`src/rtl/tms_ram.sv`:
```
// Generic simple dual-port RAM, one write and one registered read port.
// No dependencies.
module tms_ram #(
	parameter int WIDTH = 8,
	parameter int DEPTH = 16,
	localparam int AW = (DEPTH > 1) ? $clog2(DEPTH) : 1
) (
	input  logic             clk,
	input  logic             we,
	input  logic [AW-1:0]    waddr,
	input  logic [WIDTH-1:0] wdata,
	input  logic [AW-1:0]    raddr,
	output logic [WIDTH-1:0] rdata
);

	logic [WIDTH-1:0] mem [DEPTH];

	always_ff @(posedge clk) begin
		if (we) begin
			mem[waddr] <= wdata;
		end
		rdata <= mem[raddr];
	end

endmodule

```
`config.mk`:
```
export PLATFORM = sky130hd
export DESIGN_NAME = tms_ram
export DESIGN_NICKNAME = d
export VERILOG_FILES = /design/src/rtl/tms_ram.sv
export SDC_FILE = /design/constraint.sdc
export NUM_CORES = 1
export LEC_CHECK = 0
export BUFFER_PORTS_ARGS = -buffer_cell sky130_fd_sc_hd__buf_2
export CELL_PAD_IN_SITES_DETAIL_PLACEMENT = 0
export CELL_PAD_IN_SITES_GLOBAL_PLACEMENT = 1
export CORE_MARGIN = 2
export CORE_UTILIZATION = 35
export CTS_CLUSTER_SIZE = 12
export DETAILED_ROUTE_END_ITERATION = 10
export GPL_TIMING_DRIVEN = 0
export PLACE_DENSITY = 0.58
export SETUP_SLACK_MARGIN = 0.02
export SYNTH_ARGS = -nofsm -noshare
export SYNTH_HDL_FRONTEND = slang
export SYNTH_SLANG_ARGS = --single-unit
```
`constraint.sdc`:
```
create_clock -name clk -period 1.79 [get_ports clk]
set_input_delay 0.0895 -clock clk [delete_from_list [all_inputs] [get_ports clk]]
set_output_delay 0.0895 -clock clk [all_outputs]
set_load 0.005 [all_outputs]
```
==> metrics.yaml <==
timing:
  max_freq_mhz: 718
  hold_viol: 0
  min_period_ns: 1.39
  hold_slack_ns: 0.0897
  rsz0062_at_grt: "false"
  slew_viol_final: 0
  clock_skew_ns: 0.00748
  max-slew-margin-rel: 0.218
  setup_viol: 0
  finalCritPeriodShare: 0.778
  tightestPinTransition_ns: 1.16
logic_synthesis:
  syn-instance-count: 229
  synth-compound-area-share: 0.0233
  synth-seq-area-share: 0.778
  yosys.area_share.simple: 0.0318
  synth_area_um2: 5150
  synth_cell_types: 19
  muxShareOfSynthArea: 0.150
  synth_top_area_cell: "edfxtp_1"
  netlist_top_cells_area: "edfxtp_1 (75%), mux4_2 (7.9%), mux4_1 (7.1%)"
  ys_ff_latch: 136
  synth_fa_ha_area_frac: 0
  syn_avg_cell_area_um2: 22.5
  synth_warnings: 0
  synth_top_area_frac: 0.747
  synth_nets: 247
  synth_xor_area_frac: 0
  synth_top_family_by_area: "multiplexers"
clocking:
  postCtsHoldBufs: 0
  cts_tree: "yes"
  cts_root_buf: "clkbuf_16"
  clk_latency_ns: 0.40
  clkTransAtPathRegs_ns: 0.06
  clockBufferDepth: 2
  cts_max_level: 4
  cts_sinks: 136
  cts_made_buffers: 17
power_and_ir_drop:
  p_per_area_nw_per_um2: 1180
  p_leak_nw: 2.01
  p_total_mw: 7.17
  peakVddDrop_v: 0.000623
final_layout:
  fin_nets: 290
  stdcell_count: 469
  layout_commonest_cell: "edfxtp_1"
  final_cell_mix: "edfxtp_1 (128), buf_2 (27), mux4_2 (18), clkbuf_16 (17), a22oi_1 (16)"
  drive_gt1_frac: 0.295
  antenna_cells: 0
  final_core_util: 0.421
  areaGrowthSynthToFinish_pct: 18.0
  fillerInstances: 1285
placed_design:
  portBuffers: 24
  gp_congestion: 0.692
  hpwl_um: 6460
  dp_cells: 437
floorplanning:
  rows: 44
  coreArea_um2: 14400
  die_height_um: 125
  die_w_um: 125
  start_util: 0.357
  die_area_um2: 15700
  ioPinCount: 26
grt:
  grt_overflow: 0
  grt.busiest_layer: "met2"
  gr-usage-met3: 0.0415
  met2_usage: 0.214
  antenna_found_initial: 0
  grt_max_degree: 17
  gr-usage-met1: 0.198
  grt_pass1_vias: 2424
  grt_pass1_wl_um: 15400
  grt.total_usage: 0.141
hold_path:
  min_from: "wdata[6]"
  min_path_type: "in -> reg"
critical_path:
  cp.required_ns: 2.07
  reg2reg_from: "mem[14][7]"
  crit_arrival_ns: 1.67
  start_kind: "flop"
  cp-startpoint: "mem[14][7]"
  end_kind: "flop"
  path_max_fanout: 1
  crit_type: "reg -> reg"
route:
  routed_via_density: 4.95
  firstDrtPassIters: 4
  routed_wirelength_um: 10200
  via_count: 2321
  route.detailed.drc: 0
  drtIter0Drc: 126
  drtAntennaViolNets: 0
  wl_per_cell_um: 21.7
run_status:
  status: "finished clean"
flow_run:
  max_cap_violations: 0
cell usage after synthesis:
cell type and count:
buf_4 1, nor3_1 4, edfxtp_1 128, dfxtp_1 8, nand2b_1 2, nand2_1 9, nand3_1 1, nor2b_1 1
a22oi_1 16, or3b_2 1, and2b_1 1, mux4_2 18, mux4_1 14, buf_6 3, clkdlybuf4s25_2 3, buf_2 3
nand3b_1 2, nor2_1 13, and2_1 1
what timing repair did:
item	4_1_cts	5_1_grt
hold endpoints to repair	0	0
resized for setup	1	0
setup buffers	0	0
setup endpoints to repair	8	0
through the flow:
stage	setup TNS, ns	setup WS [ns]	instance area, um^2
6_report	0	0.398	6070
5_1_grt	0	0.294	6070
4_1_cts	0	0.249	6060
3_5_place_dp	-5.55	-0.419	5500
3_3_place_gp	-5.72	-0.452	5500
2_1_floorplan	0	0.208	5150
area by class of cell:
class	count	area, um^2	area share
plain buffers	10	86.3	0.0142
multi-input cells	83	1070	0.177
repair buffers	24	120	0.0198
well taps	184	230	0.0379
clock buffers	17	425	0.0700
clock inverters	15	135	0.0222
flip-flops and latches	136	4000	0.659
worst paths after layout:
| kind | slack (ns) | cells past startpoint | endpoint |
|---|---|---|---|
| worst min register to register | 0.68 | 3 | rdata[3] |
| worst max register to register | 0.40 | 3 | rdata[7] |
| worst min-delay path | 0.09 | 1 | mem[6][6] |
| worst max-delay path | 0.40 | 3 | rdata[7] |
power by group:
part | leakage, nW | total (mW) | internal [mW] | switching [mW]
Sequential | 1.22 | 3.58 | 3.56 | 0.0147
Clock | 0.269 | 3.25 | 2.02 | 1.23
Combinational | 0.518 | 0.343 | 0.141 | 0.202
registers in the layout, summed over array words and instances, names as in the netlist:
signal,flops
mem,128
rdata,8
layer usage:
layer | routed length (um) | vias up
met5 | 0 | -
met4 | 107 | 0
met3 | 558 | 7
met2 | 4860 | 66
met1 | 4660 | 1190
li1 | - | 1058
worst max-delay path, stage by stage (launching register included):
cell      delay, ns
edfxtp_1       0.38
mux4_2         0.52
a22oi_1        0.30
nand2_1        0.08
cells by family after synthesis:
group | count (synthesis)
AOI/OAI and AO/OA | 16
buffers and inverters | 10
DFF | 136
muxes | 32
and+or+nand+nor | 35
No activity file was read; power rests on OpenSTA's default activity.
